`config.mk`:
```
export PLATFORM = sky130hd
export DESIGN_NAME = multipart_snapshot_reassembler_top
export DESIGN_NICKNAME = d
export VERILOG_FILES = /design/src/rtl/msr_pkg.sv /design/src/rtl/msr_assembler.sv /design/src/rtl/multipart_snapshot_reassembler_top.sv
export SDC_FILE = /design/constraint.sdc
export NUM_CORES = 1
export LEC_CHECK = 0
export ABC_CLOCK_PERIOD_IN_PS = 14900
export BUFFER_PORTS_ARGS = -buffer_cell sky130_fd_sc_hd__buf_2
export CAP_MARGIN = 20
export CORE_AREA = 2 2 262 264
export CTS_BUF_LIST = sky130_fd_sc_hd__clkbuf_2 sky130_fd_sc_hd__clkbuf_4 sky130_fd_sc_hd__clkbuf_8
export DETAILED_ROUTE_END_ITERATION = 7
export DIE_AREA = 0 0 264 266
export PLACE_DENSITY_LB_ADDON = 0.25
export SETUP_SLACK_MARGIN = 0.3
export SLEW_MARGIN = 30
export SYNTH_ARGS = -nofsm -noshare
export SYNTH_HDL_FRONTEND = slang
export SYNTH_SLANG_ARGS = --single-unit
```
`constraint.sdc`:
```
create_clock -name clk -period 14.9 [get_ports clk]
set_input_delay 0.745 -clock clk [delete_from_list [all_inputs] [get_ports clk]]
set_output_delay 0.745 -clock clk [all_outputs]
set_load 0.02 [all_outputs]
```
`src/rtl/msr_pkg.sv`:
```
// shared types, constants and helpers for the multipart snapshot reassembler
package msr_pkg;

  localparam int unsigned MAX_BYTES_DEF   = 4096;
  localparam int unsigned CHUNK_BYTES_DEF = 1024;

  localparam int unsigned SEQ_W    = 20;
  localparam int unsigned BYTES_W  = 14;
  localparam int unsigned ECNT_W   = 14;
  localparam int unsigned PART_W   = 4;
  localparam int unsigned TAIL_W   = 16;
  localparam int unsigned STATUS_W = 3;
  localparam int unsigned OFF_W    = 12;
  localparam int unsigned COPY_W   = 13;
  localparam int unsigned CNT_W    = 32;
  localparam int unsigned FBYTES_W = 13;
  localparam int unsigned EBYTES_W = 13;
  localparam int unsigned MAX_PARTS = 9;
  localparam int unsigned END_W    = 18;

  typedef enum logic [STATUS_W-1:0] {
    ST_REJECT   = 3'd0,
    ST_STALE    = 3'd1,
    ST_DUPE     = 3'd2,
    ST_RANGE    = 3'd3,
    ST_STORED   = 3'd4,
    ST_COMPLETE = 3'd5,
    ST_MISMATCH = 3'd6
  } msr_status_t;

  typedef struct packed {
    logic               header_valid;
    logic [SEQ_W-1:0]   sequence_req;
    logic [BYTES_W-1:0] part_bytes;
    logic [ECNT_W-1:0]  entry_count;
    logic [PART_W-1:0]  part_index;
    logic [PART_W-1:0]  part_total;
    logic [TAIL_W-1:0]  tail_bytes;
  } msr_req_t;

  typedef struct packed {
    msr_status_t         status;
    logic [OFF_W-1:0]    dest_offset;
    logic [COPY_W-1:0]   copy_bytes;
    logic                stale;
    logic [CNT_W-1:0]    dupe_count;
    logic [CNT_W-1:0]    torn_count;
    logic [CNT_W-1:0]    gap_count;
    logic [CNT_W-1:0]    frame_count;
    logic [FBYTES_W-1:0] frame_bytes;
  } msr_result_t;

  // mask with the low n bits set, n up to MAX_PARTS
  function automatic logic [MAX_PARTS-1:0] part_mask(input logic [PART_W-1:0] n);
    logic [MAX_PARTS:0] t;
    t = ({{MAX_PARTS{1'b0}}, 1'b1} << n) - {{MAX_PARTS{1'b0}}, 1'b1};
    return t[MAX_PARTS-1:0];
  endfunction

endpackage

```
`src/rtl/msr_assembler.sv`:
```
// assembly state and per-request decision logic
module msr_assembler #(
  parameter int unsigned MAX_BYTES   = msr_pkg::MAX_BYTES_DEF,
  parameter int unsigned CHUNK_BYTES = msr_pkg::CHUNK_BYTES_DEF
) (
  input  logic                                clk,
  input  logic                                rst_n,
  input  logic                                advance,
  input  msr_pkg::msr_req_t                   req,
  input  logic [msr_pkg::ECNT_W-1:0]          expected_count,
  input  logic [msr_pkg::EBYTES_W-1:0]        expected_bytes,
  output msr_pkg::msr_result_t                result
);
  import msr_pkg::*;

  localparam int unsigned ABW = $clog2(MAX_BYTES + 1);

  logic [SEQ_W-1:0]     last_seq_r, last_seq_nxt;
  logic                 have_last_r, have_last_nxt;
  logic [SEQ_W-1:0]     asm_seq_r, asm_seq_nxt;
  logic [PART_W-1:0]    asm_total_r, asm_total_nxt;
  logic [MAX_PARTS-1:0] seen_mask_r, seen_mask_nxt;
  logic [ABW-1:0]       asm_bytes_r, asm_bytes_nxt;
  logic [BYTES_W-1:0]   chunk_size_r, chunk_size_nxt;
  logic                 stale_r, stale_nxt;
  logic [CNT_W-1:0]     dupes_r, dupes_nxt;
  logic [CNT_W-1:0]     torn_r, torn_nxt;
  logic [CNT_W-1:0]     gaps_r, gaps_nxt;
  logic [CNT_W-1:0]     frames_r, frames_nxt;
  logic [ABW-1:0]       last_frame_r, last_frame_nxt;

  logic                 reject;
  logic                 new_asm;
  logic                 restart;
  logic [MAX_PARTS-1:0] mask1, mask2, full_new;
  logic [ABW-1:0]       bytes1, bytes2;
  logic [BYTES_W-1:0]   chunk0, chunk1;
  logic [END_W-1:0]     dst, end_pos;
  msr_status_t          status;
  logic [OFF_W-1:0]     off;
  logic [COPY_W-1:0]    len;

  always_comb begin
    last_seq_nxt   = last_seq_r;
    have_last_nxt  = have_last_r;
    asm_seq_nxt    = asm_seq_r;
    asm_total_nxt  = asm_total_r;
    seen_mask_nxt  = seen_mask_r;
    asm_bytes_nxt  = asm_bytes_r;
    chunk_size_nxt = chunk_size_r;
    stale_nxt      = stale_r;
    dupes_nxt      = dupes_r;
    torn_nxt       = torn_r;
    gaps_nxt       = gaps_r;
    frames_nxt     = frames_r;
    last_frame_nxt = last_frame_r;
    status         = ST_REJECT;
    off            = '0;
    len            = '0;

    reject = !req.header_valid || (req.part_bytes == '0) || (req.entry_count == '0) ||
             (req.part_total == '0) || (req.part_total > PART_W'(MAX_PARTS)) ||
             (req.part_index >= req.part_total) ||
             (TAIL_W'(req.part_bytes) > req.tail_bytes) ||
             (req.part_bytes > BYTES_W'(MAX_BYTES));

    new_asm = (asm_seq_r != req.sequence_req) || (asm_total_r != req.part_total);
    mask1   = new_asm ? '0 : seen_mask_r;
    bytes1  = new_asm ? '0 : asm_bytes_r;
    chunk0  = new_asm ? BYTES_W'(CHUNK_BYTES) : chunk_size_r;
    restart = ((req.part_index + PART_W'(1)) < req.part_total) && (req.part_bytes != chunk0);
    if (restart) begin
      mask1  = '0;
      bytes1 = '0;
    end
    chunk1   = restart ? req.part_bytes : chunk0;
    full_new = part_mask(req.part_total);
    dst      = END_W'(req.part_index) * END_W'(chunk1);
    end_pos  = dst + END_W'(req.part_bytes);
    mask2    = mask1 | ({{(MAX_PARTS-1){1'b0}}, 1'b1} << req.part_index);
    bytes2   = (end_pos > END_W'(bytes1)) ? ABW'(end_pos) : bytes1;

    if (reject) begin
      status = ST_REJECT;
    end else if (req.entry_count != expected_count) begin
      stale_nxt = 1'b1;
      status    = ST_STALE;
    end else begin
      stale_nxt = 1'b0;
      if (have_last_r && (req.sequence_req == last_seq_r)) begin
        dupes_nxt = dupes_r + CNT_W'(1);
        status    = ST_DUPE;
      end else begin
        if (new_asm && (seen_mask_r != '0) && (seen_mask_r != part_mask(asm_total_r))) begin
          torn_nxt = torn_r + CNT_W'(1);
        end
        asm_seq_nxt    = req.sequence_req;
        asm_total_nxt  = req.part_total;
        seen_mask_nxt  = mask1;
        asm_bytes_nxt  = bytes1;
        chunk_size_nxt = chunk1;
        if (end_pos > END_W'(MAX_BYTES)) begin
          status = ST_RANGE;
        end else begin
          off           = dst[OFF_W-1:0];
          len           = req.part_bytes[COPY_W-1:0];
          seen_mask_nxt = mask2;
          asm_bytes_nxt = bytes2;
          if (mask2 != full_new) begin
            status = ST_STORED;
          end else if (END_W'(bytes2) != END_W'(expected_bytes)) begin
            stale_nxt     = 1'b1;
            seen_mask_nxt = '0;
            status        = ST_MISMATCH;
          end else begin
            if (have_last_r &&
                ({1'b0, req.sequence_req} > ({1'b0, last_seq_r} + (SEQ_W+1)'(1)))) begin
              gaps_nxt = gaps_r + CNT_W'(req.sequence_req - last_seq_r - SEQ_W'(1));
            end
            last_seq_nxt   = req.sequence_req;
            have_last_nxt  = 1'b1;
            seen_mask_nxt  = '0;
            frames_nxt     = frames_r + CNT_W'(1);
            last_frame_nxt = bytes2;
            status         = ST_COMPLETE;
          end
        end
      end
    end

    result.status      = status;
    result.dest_offset = off;
    result.copy_bytes  = len;
    result.stale       = stale_nxt;
    result.dupe_count  = dupes_nxt;
    result.torn_count  = torn_nxt;
    result.gap_count   = gaps_nxt;
    result.frame_count = frames_nxt;
    result.frame_bytes = FBYTES_W'(last_frame_nxt);
  end

  always_ff @(posedge clk) begin
    if (!rst_n) begin
      last_seq_r   <= '0;
      have_last_r  <= 1'b0;
      asm_seq_r    <= '0;
      asm_total_r  <= '0;
      seen_mask_r  <= '0;
      asm_bytes_r  <= '0;
      chunk_size_r <= BYTES_W'(CHUNK_BYTES);
      stale_r      <= 1'b0;
      dupes_r      <= '0;
      torn_r       <= '0;
      gaps_r       <= '0;
      frames_r     <= '0;
      last_frame_r <= '0;
    end else if (advance) begin
      last_seq_r   <= last_seq_nxt;
      have_last_r  <= have_last_nxt;
      asm_seq_r    <= asm_seq_nxt;
      asm_total_r  <= asm_total_nxt;
      seen_mask_r  <= seen_mask_nxt;
      asm_bytes_r  <= asm_bytes_nxt;
      chunk_size_r <= chunk_size_nxt;
      stale_r      <= stale_nxt;
      dupes_r      <= dupes_nxt;
      torn_r       <= torn_nxt;
      gaps_r       <= gaps_nxt;
      frames_r     <= frames_nxt;
      last_frame_r <= last_frame_nxt;
    end
  end

endmodule

```
`src/rtl/multipart_snapshot_reassembler_top.sv`:
```
// top level: config registers, request register, assembler and result register
// an accepted request is held in the request register, then its result is registered
// throughput: one request per cycle unless output stalls, set by the combinational decision
// the request register refills while the result register drains, so a waiting result
// does not stop input unless both stages are full
// reset (rst_n low, synchronous) clears config, counters, assembly state and both stages
module multipart_snapshot_reassembler_top #(
  parameter int unsigned MAX_BYTES   = msr_pkg::MAX_BYTES_DEF,
  parameter int unsigned CHUNK_BYTES = msr_pkg::CHUNK_BYTES_DEF
) (
  input  logic                           clk,
  input  logic                           rst_n,
  input  logic                           psel,
  input  logic                           penable,
  input  logic                           pwrite,
  input  logic [2:0]                     paddr,
  input  logic [31:0]                    pwdata,
  output logic [31:0]                    prdata,
  output logic                           pready,
  input  logic                           in_valid,
  output logic                           in_ready,
  input  logic                           in_header_valid,
  input  logic [msr_pkg::SEQ_W-1:0]      in_sequence_req,
  input  logic [msr_pkg::BYTES_W-1:0]    in_part_bytes,
  input  logic [msr_pkg::ECNT_W-1:0]     in_entry_count,
  input  logic [msr_pkg::PART_W-1:0]     in_part_index,
  input  logic [msr_pkg::PART_W-1:0]     in_part_total,
  input  logic [msr_pkg::TAIL_W-1:0]     in_tail_bytes,
  output logic                           out_valid,
  input  logic                           out_ready,
  output logic [msr_pkg::STATUS_W-1:0]   out_status,
  output logic [msr_pkg::OFF_W-1:0]      out_dest_offset,
  output logic [msr_pkg::COPY_W-1:0]     out_copy_bytes,
  output logic                           out_stale,
  output logic [msr_pkg::CNT_W-1:0]      out_dupe_count,
  output logic [msr_pkg::CNT_W-1:0]      out_torn_count,
  output logic [msr_pkg::CNT_W-1:0]      out_gap_count,
  output logic [msr_pkg::CNT_W-1:0]      out_frame_count,
  output logic [msr_pkg::FBYTES_W-1:0]   out_frame_bytes
);
  import msr_pkg::*;

  localparam logic REG_EXPECTED_COUNT = 1'b0;
  localparam logic REG_EXPECTED_BYTES = 1'b1;

  logic [ECNT_W-1:0]   expected_count_r;
  logic [EBYTES_W-1:0] expected_bytes_r;
  logic                cfg_write;
  logic                reg_sel;

  logic                in_v_r;
  msr_req_t            in_r;
  logic                out_v_r;
  msr_result_t         out_r;
  logic                advance;
  msr_result_t         result;

  assign pready    = 1'b1;
  assign cfg_write = psel && penable && pwrite;
  assign reg_sel   = paddr[2];

  always_ff @(posedge clk) begin
    if (!rst_n) begin
      expected_count_r <= '0;
      expected_bytes_r <= '0;
    end else if (cfg_write) begin
      case (reg_sel)
        REG_EXPECTED_COUNT: expected_count_r <= pwdata[ECNT_W-1:0];
        REG_EXPECTED_BYTES: expected_bytes_r <= pwdata[EBYTES_W-1:0];
        default: ;
      endcase
    end
  end

  always_comb begin
    case (reg_sel)
      REG_EXPECTED_COUNT: prdata = 32'(expected_count_r);
      REG_EXPECTED_BYTES: prdata = 32'(expected_bytes_r);
      default:            prdata = '0;
    endcase
  end

  assign advance  = in_v_r && (!out_v_r || out_ready);
  assign in_ready = !in_v_r || advance;

  always_ff @(posedge clk) begin
    if (!rst_n) begin
      in_v_r  <= 1'b0;
      out_v_r <= 1'b0;
    end else begin
      if (in_valid && in_ready) begin
        in_v_r <= 1'b1;
      end else if (advance) begin
        in_v_r <= 1'b0;
      end
      if (advance) begin
        out_v_r <= 1'b1;
      end else if (out_ready) begin
        out_v_r <= 1'b0;
      end
    end
  end

  always_ff @(posedge clk) begin
    if (in_valid && in_ready) begin
      in_r.header_valid <= in_header_valid;
      in_r.sequence_req <= in_sequence_req;
      in_r.part_bytes   <= in_part_bytes;
      in_r.entry_count  <= in_entry_count;
      in_r.part_index   <= in_part_index;
      in_r.part_total   <= in_part_total;
      in_r.tail_bytes   <= in_tail_bytes;
    end
    if (advance) begin
      out_r <= result;
    end
  end

  msr_assembler #(
    .MAX_BYTES   (MAX_BYTES),
    .CHUNK_BYTES (CHUNK_BYTES)
  ) u_assembler (
    .clk            (clk),
    .rst_n          (rst_n),
    .advance        (advance),
    .req            (in_r),
    .expected_count (expected_count_r),
    .expected_bytes (expected_bytes_r),
    .result         (result)
  );

  assign out_valid       = out_v_r;
  assign out_status      = out_r.status;
  assign out_dest_offset = out_r.dest_offset;
  assign out_copy_bytes  = out_r.copy_bytes;
  assign out_stale       = out_r.stale;
  assign out_dupe_count  = out_r.dupe_count;
  assign out_torn_count  = out_r.torn_count;
  assign out_gap_count   = out_r.gap_count;
  assign out_frame_count = out_r.frame_count;
  assign out_frame_bytes = out_r.frame_bytes;

endmodule

```
==> results by group <==
Clock tree
  – Cts bufs inserted: 89
  – PostCTS Resize Cnt: 0
  – Clock sink total: 495
  – CTS H-Tree Depth: 3
  – Post CTS Setup Buffer Count: 0
  – CTS tree: done
  – Root Driver: clkbuf_8
  – Clk_lat worst skew: 0.71 ns
  – Clock Tree Buf Depth: 3
  – Clock Pin Slew Worst Setup and Hold Paths: 0.06 ns
  – Hold_buf cts: 0

Cells and area
  – Filler instances: 6435
  – Nets: 3718
  – Area delta synth->final: 13.4%
  – Layout cells sized above 1: 0.149

Flow run
  – Max_cap viols: 0

Power
  – P_sw: 1.26 mW
  – Worst vdd ir: 0.0718 mV
  – P_leak: 13.8 nW
  – Clock group share of total power: 0.349
  – Pwr dens: 112 mW/mm^2
  – Logic pwr share: 0.258
  – Sequential share of power: 0.393
  – Int Pwr: 2.56 mW
  – Switching Fraction: 0.329

GRT
  – Initial antenna violation count: 3
  – Largest net degree at the start of global routing: 150
  – GRT Residual Overflow: 0
  – Global-route wire length before repair: 118000 um
  – Tot GR Track Use: 0.209
  – Vias in the first global route: 22000

Synthesis
  – Synth Area in Simple Gates: 0.187
  – Mux contribution to synthesized area: 0.0652
  – Post-synth EDFFs: 243
  – Top post-synthesis cells by area: edfxtp_1, dfxtp_1, ha_1
  – Synth Area in Compound Gates: 0.107
  – Yosys reg bits: 495
  – Post-Synth XOR/XNOR Area: 0.0836
  – Count leader, synth: nand2_1
  – Sequential fraction of the synthesis area: 0.410
  – Synth Instances: 3135
  – Synth Flop Type: dfxtp_1
  – Post-synth top cells: nand2_1, dfxtp_1, edfxtp_1
  – Netlist Area Pre-Place: 0.0301 mm^2
  – Synth top area share: 0.243
  – Cell taking the most area after synthesis: edfxtp_1
  – Ys Warns: 0
  – Syn Area/Cell: 9.59 um^2
  – Synth unique cells: 80
  – Largest family of logic cells by synthesized area: simple AND/OR/NAND/NOR gates
  – Post-synth ARST share: 0
  – Synth Area in Adders: 0.0945

Place
  – IO Port Bufs: 280
  – Routability cong.: 0.915
  – Post-detail-place hpwl: 53100 um

Setup path
  – Crit-path max FO: 67
  – Max stage delay on crit path: 0.74 ns
  – Worst path most repeated cell: inv_1
  – Crit-path slowest cell: nor4_2
  – Required time worst endpoint: 15.34 ns
  – Worst Setup Start Kind: register
  – Crit path capture type: register
  – Crit Path Category: register to register
  – FF-to-FF path depth: 40
  – Critical path arrival: 13.31 ns

Route
  – Number of remaining DRC errors: 0
  – Iteration count of the initial detailed-routing pass: 8
  – Vias per cell: 5.25
  – Post-route ant nets: 0
  – Routed WL per cell: 17.1 um
  – Total wire length: 74500 um
  – Iteration-0 DRC Markers: 1333
  – Via count: 22800

STA
  – Final hold violation count: 0
  – Fin crit share: 0.863
  – Slew Viols, Final: 0
  – Min Tclk post-route: 12.86 ns
  – Final setup vio count: 0
  – Setup_tns: 0 ns
  – Fmax: 0.0777 GHz
  – Rel. slew slack: 0.390
  – Worst-Margin Slew: 0.907 ns
  – Worst setup skew after layout: 0.0444 ns
  – RSZ-0062 raised after global routing: false
  – Final hold slack: 0.205 ns

Floorplanning
  – I/O Pins: 320
  – Core outline area: 0.0677 mm^2
  – Die Wd: 264 um
  – Row Count: 96
  – Die area: 0.0702 mm^2
  – Initial core utilization: 0.444
  – DIE HEIGHT: 266 um

Outcome
  – Status: finished clean

Worst hold path
  – Min-Delay Path Class: input port to register
  – Hold path cells: 1
==> layout make-up <==
type / instances / area (um^2) / share of cell area
antenna: 3 / 7.51 / 0.000220
sequential: 495 / 12300 / 0.362
multi-input combinational: 2269 / 16300 / 0.478
clock inverter: 41 / 314 / 0.00921
clock buffer: 123 / 1530 / 0.0449
inverter: 238 / 906 / 0.0266
tap: 882 / 1100 / 0.0324
timing repair buffer: 299 / 1600 / 0.0470
==> worst paths after layout <==
check / start / slack, ns / to
worst max-delay path: in_r[19]$_DFFE_PP_ / 2.04 / out_frame_bytes[12]$_DFFE_PP_
worst min-delay path: in_entry_count[5] / 0.20 / in_r[29]$_DFFE_PP_
worst max register to register: in_r[19]$_DFFE_PP_ / 2.04 / out_frame_bytes[12]$_DFFE_PP_
worst min register to register: u_assembler.last_frame_r[5]$_SDFFE_PN0P_ / 0.46 / u_assembler.last_frame_r[5]$_SDFFE_PN0P_
==> stage by stage <==
step,instance area (um^2),cells,total power [mW],setup slack (ns),utilization
after floorplan,30100,3152,2.23,4.40,-
after global placement,32100,4181,2.49,2.30,0.474
after detailed placement,32200,4183,2.50,2.24,0.475
after CTS,34100,4347,3.86,2.20,0.503
after global routing,34100,4349,4.04,1.15,0.503
final,34100,4350,3.82,2.04,0.503
==> layer usage <==
layer,vias up,global-route usage,part of all wire
li1,11500,-,-
met1,10700,0.268,0.44
met2,552,0.356,0.48
met3,111,0.0377,0.054
met4,0,0.0722,0.025
met5,-,0,0
==> state kept, by name, summed over array words and instances (netlist names), 12 cells and up <==
| signal | cells |
|---|---|
| expected_bytes_r | 13 |
| expected_count_r | 14 |
| in_r | 73 |
| out_copy_bytes | 13 |
| out_dest_offset | 12 |
| out_dupe_count | 32 |
| out_frame_bytes | 13 |
| out_frame_count | 32 |
| out_gap_count | 32 |
| out_torn_count | 32 |
| u_assembler.asm_bytes_r | 13 |
| u_assembler.asm_seq_r | 20 |
| u_assembler.chunk_size_r | 14 |
| u_assembler.dupes_r | 32 |
| u_assembler.frames_r | 32 |
| u_assembler.gaps_r | 32 |
| u_assembler.last_frame_r | 13 |
| u_assembler.last_seq_r | 20 |
| u_assembler.torn_r | 32 |
==> power groups by stage <==
stage | sequential, mW | combinational [mW] | clock, mW
3_3_place_gp | 1.53 | 0.962 | 0
6_report | 1.50 | 0.985 | 1.33
2_1_floorplan | 1.55 | 0.687 | 0
4_1_cts | 1.50 | 0.979 | 1.38
5_1_grt | 1.50 | 1.09 | 1.44
3_5_place_dp | 1.53 | 0.971 | 0
==> cells by family (layout without fill, tap and decap cells) <==
kind of cell / after synthesis / in the layout
AND/OR/NAND/NOR: 1094 / 1094
flip-flops: 495 / 495
AO/OA/AOI/OAI: 470 / 470
buffers and inverters: 388 / 701
XOR/XNOR: 287 / 287
adder cells (fa/ha/maj): 211 / 211
multiplexers: 188 / 188
other: 2 / 22
==> cell usage in the layout (no fill, tap or decap), types with 99 or more instances in the layout <==
master / count
ha_1: 184
inv_1: 237
mux2i_1: 125
edfxtp_1: 243
buf_2: 279
nor2_1: 114
and2_1: 126
xnor2_1: 196
nand2_1: 337
nand3_1: 99
dfxtp_1: 252
nor2b_1: 118
==> critical path, delay by kind of cell, from the launching register on <==
family | cells | cell delay (ns)
buffers and inverters | 6 | 1.30
flip-flops | 1 | 0.57
adder cells (fa/ha/maj) | 5 | 2.09
multiplexers | 2 | 0.80
XOR/XNOR | 3 | 0.97
AO/OA/AOI/OAI | 12 | 3.33
AND/OR/NAND/NOR | 12 | 3.48
Power figures use the tool's default switching activity.
